===== src/rmd_pkg.sv =====
`timescale 1ns / 1ps

package rmd_pkg;

  // queue geometry
  localparam int unsigned DEPTH     = 256;
  localparam int unsigned MSG_BYTES = 4;

  localparam int unsigned IdxW     = $clog2(DEPTH);
  localparam int unsigned OpW      = 2;
  localparam int unsigned TaskW    = 8;
  localparam int unsigned PayloadW = 32;
  localparam int unsigned StatusW  = 2;

  // payload bits kept in a slot
  localparam int unsigned KeepW    = (8 * MSG_BYTES < PayloadW) ? 8 * MSG_BYTES : PayloadW;
  localparam int unsigned EntryW   = TaskW + KeepW;

  localparam logic [IdxW-1:0] IdxLast = IdxW'(DEPTH - 1);

  // operation codes
  localparam logic [OpW-1:0] OpAppend = 2'd0;
  localparam logic [OpW-1:0] OpInsert = 2'd1;
  localparam logic [OpW-1:0] OpRemove = 2'd2;
  localparam logic [OpW-1:0] OpClear  = 2'd3;

  // result status codes
  localparam logic [StatusW-1:0] StDone  = 2'd0;
  localparam logic [StatusW-1:0] StFull  = 2'd1;
  localparam logic [StatusW-1:0] StEmpty = 2'd2;

  // controller to datapath
  typedef struct packed {
    logic               push_tail;
    logic               push_head;
    logic               pop;
    logic               clear;
    logic               load_result;
    logic [StatusW-1:0] status;
  } rmd_cmd_t;

  // datapath to controller
  typedef struct packed {
    logic full;
    logic empty;
  } rmd_stat_t;

endpackage


===== src/rmd_ctrl.sv =====
`timescale 1ns / 1ps

module rmd_ctrl import rmd_pkg::*; (
  input  logic           clk_i,
  input  logic           rst_ni,
  input  logic           in_valid_i,
  output logic           in_ready_o,
  input  logic [OpW-1:0] op_i,
  output logic           out_valid_o,
  input  logic           out_ready_i,
  input  rmd_stat_t      stat_i,
  output rmd_cmd_t       cmd_o
);

  localparam logic StIdle = 1'b0;
  localparam logic StOut  = 1'b1;

  logic state_q, state_d;
  logic accept;

  assign in_ready_o  = (state_q == StIdle);
  assign out_valid_o = (state_q == StOut);
  assign accept      = in_valid_i && in_ready_o;

  // decode the accepted beat into datapath commands
  always_comb begin
    cmd_o             = '0;
    cmd_o.load_result = accept;
    cmd_o.status      = StDone;
    case (op_i)
      OpAppend: begin
        if (stat_i.full) cmd_o.status = StFull;
        else             cmd_o.push_tail = accept;
      end
      OpInsert: begin
        if (stat_i.full) cmd_o.status = StFull;
        else             cmd_o.push_head = accept;
      end
      OpRemove: begin
        if (stat_i.empty) cmd_o.status = StEmpty;
        else              cmd_o.pop = accept;
      end
      OpClear: begin
        cmd_o.clear = accept;
      end
      default: begin
        cmd_o.status = StDone;
      end
    endcase
  end

  // one item in flight: accept, then hold the result until taken
  always_comb begin
    state_d = state_q;
    case (state_q)
      StIdle:  if (accept) state_d = StOut;
      StOut:   if (out_ready_i) state_d = StIdle;
      default: state_d = StIdle;
    endcase
  end

  always_ff @(posedge clk_i or negedge rst_ni) begin
    if (!rst_ni) state_q <= StIdle;
    else         state_q <= state_d;
  end

endmodule


===== config.mk =====
export PLATFORM = sky130hd
export DESIGN_NAME = rmd_ctrl
export DESIGN_NICKNAME = d
export VERILOG_FILES = /design/src/rmd_pkg.sv /design/src/rmd_ctrl.sv
export SDC_FILE = /design/constraint.sdc
export NUM_CORES = 1
export LEC_CHECK = 0
export BUFFER_PORTS_ARGS = -buffer_cell sky130_fd_sc_hd__buf_2
export CAP_MARGIN = 10
export CORE_AREA = 2 2 39 41
export DETAILED_ROUTE_END_ITERATION = 6
export DIE_AREA = 0 0 41 43
export GPL_ROUTABILITY_DRIVEN = 1
export PLACE_DENSITY = 0.37
export SYNTH_ARGS = -nofsm -noshare
export SYNTH_HDL_FRONTEND = slang
export SYNTH_SLANG_ARGS = --single-unit

===== constraint.sdc =====
create_clock -name clk_i -period 0.9 [get_ports clk_i]
set_input_delay 0.225 -clock clk_i [delete_from_list [all_inputs] [get_ports clk_i]]
set_output_delay 0.225 -clock clk_i [all_outputs]
set_load 0.1 [all_outputs]

# Yosys cells after proc, flatten, opt, wreduce, memory -nomap -nowiden

Index checks and enable logic that the tools add are counted.

Register bits after elaboration: 1
Output and inout port bits: 9
Bits of input ports: 8

Equal/unequal tests: 3
Reduce and logical (&&, ||, !) cells: 3
Bitwise gates (word level): 1
Multiplexer cells: 12

Operators with widths:

| kind                                          | count |
|---|---|
| two-way mux 1 bit                             | 9 |
| == test 2 bit, second input constant          | 2 |
| case mux 2 bit (2 select lines)               | 1 |
| == test 2 x 1 -> 1 bit, second input constant | 1 |
| zero test 2 bit                               | 1 |
| two-way mux 2 bit                             | 1 |
| case mux 1 bit (2 select lines)               | 1 |
| OR reduction 2 bit                            | 1 |
| logical AND 1 bit                             | 1 |
| NOT 1 bit                                     | 1 |

# Logic depth before layout (Yosys ltp)

Gate-level depths: netlist (run 1).

Depth after elaboration: 4
Gate-level depth with buffers: 3
Depth with buffers taken out: 3

# Least setup slack after synthesis (run 1)

OpenSTA, ideal clock, no wires.

Path kind: register -> output
Start point: register state_q (netlist: out_valid_o)
End point: output cmd_o[6] (netlist bit)
Arrival time: 3875 ps
Cell stages (with the launch flop): 3
Data required time: 675 ps
Path slack: -3200 ps
Cell sequence: dfrtp_1 nand2b_4 nor4_1

RTL lines:

| element                | line           | RTL |
|---|---|---|
| start, declared        | rmd_ctrl.sv:18 | `logic state_q, state_d;` |
| start signal, assigned | rmd_ctrl.sv:63 | `if (!rst_ni) state_q <= StIdle;` |
| start signal, assigned | rmd_ctrl.sv:64 | `else state_q <= state_d;` |
| end, declared          | rmd_ctrl.sv:12 | `output rmd_cmd_t cmd_o` |

==> results of run 1 <==
[through the flow]
stage               setup TNS (ns)  power, W
finish                       -3.13  0.000591
global placement             -2.96  0.000512
detailed placement           -3.05  0.000516
CTS                          -3.05  0.000570
floorplan                    -6.10  0.000338
global route                 -3.44  0.000611
[path summary, 6_finish.rpt]
kind	from	end	slack [ns]	cells past startpoint
max	out_valid_o$_DFF_PN0_	cmd_o[6]	-0.49	4
min	rst_ni	out_valid_o$_DFF_PN0_	0.003	1
max reg2reg	out_valid_o$_DFF_PN0_	out_valid_o$_DFF_PN0_	-0.23	5
min reg2reg	out_valid_o$_DFF_PN0_	out_valid_o$_DFF_PN0_	0.81	4
max in group asynchronous	rst_ni	out_valid_o$_DFF_PN0_	0.80	1
min in group clk_i	out_ready_i	out_valid_o$_DFF_PN0_	0.41	2
[cell families (layout without fill, tap and decap cells)]
family / Yosys count / after routing / share of synthesized area [%]
DFF: 1 / 1 / 21.5
and+or+nand+nor: 7 / 7 / 61.3
buffers and inverters: 3 / 27 / 12.9
AOI/OAI and AO/OA: 1 / 1 / 4.30
[repair_timing]
action                     in CTS  in global routing
hold buffers                    0                  0
gates resized for setup        14                  4
pin swaps                       1                  1
setup endpoints to repair      10                 10
setup buffers                   3                  1
[cell usage after synthesis, drive strengths merged]
library cell / number
o21ai: 1
nor2b: 1
nand2b: 1
buf: 1
dfrtp: 1
and3b: 1
and3: 1
nor4: 1
nor4b: 2
inv: 2
[power by group]
group / internal [W] / switching, W
Combinational: 0.000233 / 0.000297
Clock: 0 / 0
Sequential: 0.0000569 / 0.00000423
[area by class of cell]
cell class | instances | area, um^2
Fill cell | 144 | 858
Timing Repair Buffer | 25 | 339
Multi-Input combinational cell | 8 | 125
Sequential cell | 1 | 28.8
Tap cell | 16 | 20.0
Inverter | 2 | 12.5
[metal layers]
metal | up-vias | GRT usage (%) | part of all wire, %
met3 | 0 | 0.524 | 11
met1 | 85 | 4.47 | 31
li1 | 90 | - | -
met4 | 0 | 0 | 0
met2 | 12 | 12.8 | 58
met5 | - | 0 | 0
[worst reg2reg max path: stages, from the launching register on]
cell and delay, ns:
dfrtp_4 0.45, nand2b_4 0.19, buf_4 0.15, buf_6 0.10
buf_6 0.10, o21ai_0 0.05
==> impl_results.md, run 1 <==
* Status: complete, but fails checks
* Failing checks: negative setup slack
* Tcrit/Tclk final at 154%
* Full die area at 1760 um^2
* YS warnings at 0
* Inst Count DP at 48
* Post-synthesis sequential area ratio at 21.5%
* Mapped Area at approximately 120 um^2
* Die height at ~43 um
* I/O Buffers at 16
* Cell leakage power at 0.231 nW
* Synth Register Bits at 1
* Worst Slack Setup Final at -0.487 ns
* Setup crit end kind: output pin
* Fmax at ~720 MHz
* Commonest non-fill, non-tap cells in the layout: buf_12 (11), buf_6 (7), buf_2 (5)
* Routed Wire Length at roughly 450 um
* RePlAce Congestion at approximately 0.51
* Ratio of cells with drive above 1 in the final layout at 97.2%
* Largest net degree at the start of global routing at 7
* WL/cell at approximately 8.7 um
* Required time of the critical path at approximately 0.67 ns
* Worst path bufs/invs at 2
* WP data arrival at roughly 1.2 ns
* Worst setup SP type: flop
* Netlist cell types at 11
* Worst Path Max Fanout at 5
* Post-route ant nets at 0
* I/O pin total at 17
* Final hold violations at 0
* Syn_nets at 20
* Peak VDD IR at a little over 0.0005 V
* # DRC at 0
* Slew HR at between 80% and 90%
* Vias in the first global route at 196
* First DRT Iteration DRCs at 0
* Grt total ovfl at 0
* # rows at 14
* Via count at 187
* Post-route minimum period at between 1 and 1.5 ns
* Largest register FFs at 1
* Clock latency at the later pin of the worst-skew pair at 0 ns
* Max Slew Vio Count at 0
* Power Density at roughly 1100 nW/um^2
* Top post-synthesis cells by area: nor4b_2 (26%), dfrtp_1 (22%), nand2b_4 (12%)
* Die width at ~40 um
* Commonest non-fill, non-tap cell in the layout: buf_12
* First-pass GRT wire length at approximately 730 um
* Via density at between 3 and 4
* Critical path class: flop to output pin
* Area grow syn2layout at 352%
* Hold_ws at roughly 0.0029 ns
* Worst-path clk slew at 0 ns
* Initial antenna violation count at 0
* Worst slack, placed at -0.512 ns
* HP Class: input port to async pin
* Unrepaired setup endpoints after global routing: true
* # setup viols final at 10
* Core area at approximately 1400 um^2
* Mean Syn Cell Area at between 9 and 10 um^2
* Slowest cell on crit path: dfrtp_4
* Largest stage delay, worst path at between 0.4 and 0.5 ns
* Syn Inst Count at 12
* Total global-route track usage at ~5.6%
* Final Util at between 30% and 40%
* Delay-heaviest family, CP: flip-flops
* Antenna cells at 0
* Design area at roughly 530 um^2
* Slew at the pin closest to its max-slew limit at 0.251 ns
* Layout Cells excl Fill at 52
* Pre-antenna DRT Iters at 1
* Synth area leader: nor4b_2
* Starting density of the core at under 10%
* Nets at 46
* Post-synth top area share at about 26%
* Max-cap violations at 0
* DP Area at about 430 um^2
* Setup Skew at 0 ns
* Critical path cell sequence: nand2b_4, buf_6, nor4_4, buf_12
No activity file was read; power rests on OpenSTA's default activity.
==> run 2: changes to the inputs <==
- PLACE_DENSITY: 0.37 -> not set
==> run 2 against run 1 <==
The flow still finishes with violations (negative setup slack). Global-route usage down 0.11 points. Fmax down 0.19%. Core utilization down 3.4 points. Sequential cell count unchanged. Critical path depth down 1. Hold slack better by 0.0010 ns. Sequential share of layout area up 0.54 points. Cell count down 7.7%. Register-to-register slack better by 0.20 ns. Critical endpoint is now cmd_o[5]. Largest cell class unchanged. Highest routed layer unchanged.
==> impl_results.md, run 2 (synthesis gave the netlist of run 1 again) <==
* Slew at the pin closest to its max-slew limit at 0.263 ns
* Initial antenna violation count at 0
* # rows at 14
* Fmax at roughly 700 MHz
* Core area at around 1400 um^2
* First-pass GRT wire length at 724 um
* Slew HR at between 80% and 90%
* HP Class: input port to async pin
* Commonest non-fill, non-tap cell in the layout: buf_12
* Vias in the first global route at between 150 and 200
* Worst-path clk slew at 0 ns
* Power Density at about 1100 nW/um^2
* Pre-antenna DRT Iters at 1
* Grt total ovfl at 0
* Status: complete, but fails checks
* Nets at 42
* Post-route minimum period at approximately 1.4 ns
* Full die area at approximately 1800 um^2
* Total global-route track usage at approximately 5.5%
* Worst setup SP type: flop
* Hold_ws at just under 0.004 ns
* Antenna cells at 0
* RePlAce Congestion at approximately 0.62
* Worst reg2reg path startpoint: out_valid_o$_DFF_PN0_
* First DRT Iteration DRCs at 0
* Max Slew Vio Count at 0
* Worst slack, placed at -0.527 ns
* Failing checks: negative setup slack
* Setup Skew at 0 ns
* Routed Wire Length at around 460 um
* Peak VDD IR at approximately 0.00055 V
* I/O Buffers at 16
* Hold buffers post-CTS at 0
* R2r worst-path depth at 4
* Largest register FFs at 1
* Worst Path Max Fanout at 5
* Multi-input gate area at between 100 and 150 um^2
* # DRC at 0
* Final hold violations at 0
* Tcrit/Tclk final at 154%
* Via density at 3.42
* Die width at slightly above 40 um
* Largest net degree at the start of global routing at 7
* Required time of the critical path at about 0.67 ns
* Ratio of cells with drive above 1 in the final layout at a little over nine tenths
* WP data arrival at between 1 and 1.5 ns
* I/O pin total at 17
* Unrepaired setup endpoints after global routing: true
* # setup viols final at 10
* Area grow syn2layout at 311%
* Commonest non-fill, non-tap cells in the layout: buf_12 (11), buf_2 (5), buf_6 (3)
* Worst Slack Setup Final at -0.489 ns
* Worst setup path end: cmd_o[5]
* Starting density of the core at 8.41%
* RR Endpoint: out_valid_o$_DFF_PN0_
* Max-cap violations at 0
* FF-to-FF setup slack at -0.03 ns
* Fillers at about 130
* Cell leakage power at just over 0.2 nW
* Storage cell area at 28.8 um^2
* Post-route setup TNS at -2.64 ns
* Post-route ant nets at 0
* Detail Placement HPWL at between 400 and 500 um
* CP Launch Point: out_valid_o$_DFF_PN0_
* Die height at around 43 um
* Clock latency at the later pin of the worst-skew pair at 0 ns
* WL/cell at slightly below 10 um
* Via count at about 160
* Critical path class: flop to output pin
* Setup crit end kind: output pin
==> run 2: metal layers <==
layer  vias up  share of wire [%]  GRT usage [%]
met5         -                  0              0
met4         0                  0              0
met3         0                 25           1.57
met2        17                 34           7.19
met1        65                 41           9.24
li1         82                  -              -
==> run 2: cell type report <==
type	count	share of cell area (%)
inverter	2	2.09
sequential	1	6.02
multi-input combinational	8	26.2
tap	16	4.19
timing repair buffer	21	61.5
==> run 2: worst min-delay path by stage <==
stage                             to  cells after the start  slack (ns)   start
3_5_place_dp   out_valid_o$_DFF_PN0_                      1       0.007  rst_ni
5_1_grt        out_valid_o$_DFF_PN0_                      1        0.01  rst_ni
6_report       out_valid_o$_DFF_PN0_                      1       0.004  rst_ni
3_3_place_gp   out_valid_o$_DFF_PN0_                      1       0.003  rst_ni
4_1_cts        out_valid_o$_DFF_PN0_                      1       0.007  rst_ni
2_1_floorplan  out_valid_o$_DFF_PN0_                      0       -0.07  rst_ni
==> run 2: report_power, final <==
group	switching, W	internal, W	total [W]
registers	0.00000295	0.0000568	0.0000597
logic	0.000288	0.000201	0.000489
clock network	0	0	0
==> run 2: worst max-delay path, cell delays in order, from the launching register on <==
cell and delay [ns]:
dfrtp_4 0.44, nand2b_4 0.19, nor4b_4 0.31, buf_12 0.21
==> run 2: what timing repair did <==
action                                  in CTS  in global routing
gates resized for setup                     14                  0
pin swaps                                    2                  1
endpoints found under the setup margin      10                 10
setup buffers                                2                  0
==> run 2: metrics by stage <==
step / util (%) / cell area (um^2) / total power, W / std cells
2_1_floorplan: - / 181 / 0.000338 / 12
3_3_place_gp: 30.3 / 419 / 0.000502 / 46
3_5_place_dp: 30.3 / 419 / 0.000503 / 46
4_1_cts: 34.5 / 478 / 0.000554 / 48
5_1_grt: 34.5 / 478 / 0.000566 / 48
6_report: 34.5 / 478 / 0.000549 / 48
==> run 3: changes to the inputs <==
- ABC_AREA: not set -> 1
==> run 3 against run 2 <==
The flow still finishes with violations (negative setup slack). First-iteration DRC count rose by 4. Routed wire length grew 7.5%. Fmax is 18% higher. Register-to-register slack barely moved. Combinational power grew 2%. Clock skew unchanged. Core utilization increased by 2.2 points. Die area did not move. Critical path depth up 1. Sequential cell count stayed put. Setup slack better by 0.21 ns. Hold slack improved by 0.00088 ns. Largest power group unchanged. Highest routed layer unchanged.
==> impl_results.md, run 3 <==
* Status: complete, but fails checks
* Failing checks: negative setup slack
* Storage cell area at around 29 um^2
* Ys async rst share at 100%
* Worst Slack Setup Final at -0.280 ns
* Initial antenna violation count at 0
* Mean Syn Cell Area at roughly 5.4 um^2
* Mapped Area at about 110 um^2
* Post-Synth Simple-Gate Area at 47.3%
* Overall power at 0.000572 W
* First-pass GRT wire length at between 800 and 900 um
* Pre-antenna DRT Iters at 4
* Die height at about 43 um
* Inst Count DP at 56
* # setup viols final at 10
* Syn_nets at 29
* Hold buffers post-CTS at 0
* Via count at approximately 200
* Multiplexer share of the synthesized area at 0%
* Met1 WL at ~160 um
* Die width at about 41 um
* Syn Inst Count at 21
* Top post-synthesis cells by area: dfrtp_1 (22%), nor2_1 (16%), inv_1 (13%)
* Detail Placement HPWL at around 460 um
* Combinational share of power at between 80% and 90%
* Post-route minimum period at around 1.2 ns
* Uppermost layer routed: met3
* WL met2 at 289 um
* Clock latency at the later pin of the worst-skew pair at 0 ns
* Routed Wire Length at around 500 um
* Worst Path Max Fanout at 3
* Power Density at ~1100 nW/um^2
* Clock power frac at 0%
* I/O Buffers at 16
* Full die area at 1760 um^2
* Fmax at 847 MHz
* Unrepaired setup endpoints after global routing: true
* Slew at the pin closest to its max-slew limit at roughly 0.17 ns
* Worst setup SP type: flop
* # rows at 14
* WP data arrival at ~0.96 ns
* Grt total ovfl at 0
* Fillers at ~150
* Synth area leader: dfrtp_1
* Cell leakage power at approximately 0.21 nW
* I/O pin total at 17
* Sw power at ~0.00033 W
* Vias in the first global route at about 190
* Most frequent cell after synthesis: nor2_1
* YS warnings at 0
* Synth Register Bits at 1
* RePlAce Congestion at 0.575
* Via density at approximately 3.5
* Largest register FFs at 1
* Seq pwr share at approximately an eighth
* Setup crit end kind: output pin
* Core area at 1380 um^2
* Setup Skew at 0 ns
* Peak VDD IR at 0.000357 V
* Adder-cell area share of the yosys netlist at 0%
* Final hold violations at 0
* Post-synthesis compound-gate area fraction at under 10%
* Antenna cells at 0
* Starting density of the core at roughly 8%
* Layout Cells excl Fill at 57
* Commonest non-fill, non-tap cells in the layout: buf_12 (9), nor2_4 (5), buf_2 (5)
* Metal3 WL at 47 um
* Commonest non-fill, non-tap cell in the layout: buf_12
* Largest net degree at the start of global routing at 5
* Worst-path clk slew at 0 ns
* Internal Power at 0.000244 W
* Post-synth top flop: dfrtp_1
* # DRC at 0
* Post-route ant nets at 0
* First DRT Iteration DRCs at 4
* Nets at 51
* Commonest cells post-synth: nor2_1 (5), inv_1 (4), nand2_1 (4), inv_2 (2), nand3_1 (2)
* Main combinational cell family by area after synthesis: simple AND/OR/NAND/NOR gates
* HP Class: input port to async pin
* Design area at around 500 um^2
* Critical path class: flop to output pin
* Total global-route track usage at 6.71%
* Ratio of cells with drive above 1 in the final layout at 87.8%
* Post-synth top area share at between 20% and 30%
* Xor/xnor cell area share of the yosys netlist at 0%
* Number of synthesized flops with an enable pin at 0
* WL/cell at between 8 and 9 um
* Max-cap violations at 0
* Post-synthesis sequential area ratio at between 20% and 30%
* Area grow syn2layout at 346%
* Required time of the critical path at ~0.67 ns
* Multi-input gate area at 126 um^2
* Netlist cell types at 9
* DP Area at about 470 um^2
* Slew HR at about nine tenths
* Post-route setup TNS at -1.81 ns
* Max Slew Vio Count at 0
* Sw frac at between 50 and 60%
* Hold_ws at 0.00484 ns
* Tcrit/Tclk final at 131%
-- run 3: cell count changes in the layout (fill, tap and decap cells not counted), moves of 2 or more --
cell,before,now
inv_12,0,2
nor2_4,0,5
buf_12,11,9
nand2_1,0,3
nor4b_4,2,0
-- run 3: final cells by class --
type,instances,share of cell area [%]
Sequential cell,1,5.67
Multi-Input combinational cell,13,24.9
Inverter,6,11.1
Timing Repair Buffer,21,54.4
Tap cell,16,3.94
-- run 3: kinds of logic after synthesis --
logic type,count (synthesis)
DFF,1
and+or+nand+nor,12
AOI/OAI and AO/OA,1
buffers and inverters,7
-- run 3: power by group through the flow --
stage | clock network [W] | registers, W | logic (W)
5_1_grt | 0 | 0.0000753 | 0.000519
3_3_place_gp | 0 | 0.0000766 | 0.000461
2_1_floorplan | 0 | 0.000123 | 0.000253
4_1_cts | 0 | 0.0000740 | 0.000492
6_report | 0 | 0.0000737 | 0.000499
3_5_place_dp | 0 | 0.0000781 | 0.000468
-- run 3: final timing paths --
kind | start | cells after the start | end | slack [ns]
worst max-delay path | out_valid_o$_DFF_PN0_ | 4 | cmd_o[5] | -0.28
worst min-delay path | rst_ni | 1 | out_valid_o$_DFF_PN0_ | 0.005
worst max register to register | out_valid_o$_DFF_PN0_ | 4 | out_valid_o$_DFF_PN0_ | -0.02
worst min register to register | out_valid_o$_DFF_PN0_ | 3 | out_valid_o$_DFF_PN0_ | 0.77
max in group asynchronous | rst_ni | 1 | out_valid_o$_DFF_PN0_ | 0.79
min in group clk_i | out_ready_i | 2 | out_valid_o$_DFF_PN0_ | 0.41
-- run 3: worst max-delay path, cell delays in order, from the launching register on --
cell and delay [ns]:
dfrtp_4 0.50, inv_12 0.07, nand3_4 0.09, nor2_4 0.11, buf_12 0.18
-- run 3: what timing repair did --
item / 4_1_cts / 5_1_grt
setup endpoints to repair: 10 / 10
gates resized for setup: 6 / 5
setup buffers: 1 / 0
pin swaps: 2 / 1
-- run 3: layer usage --
metal	vias up	global-route usage, %
met5	-	0
met4	0	0
met2	10	12.2
met3	0	0.524
met1	86	8.63
li1	102	-
-- run 3: per-stage QoR --
step           setup WS, ns  utilization (%)
4_1_cts              -0.288             35.8
2_1_floorplan        -0.767                -
6_report             -0.280             36.7
5_1_grt              -0.305             36.7
3_5_place_dp         -0.329             33.8
3_3_place_gp         -0.316             33.8
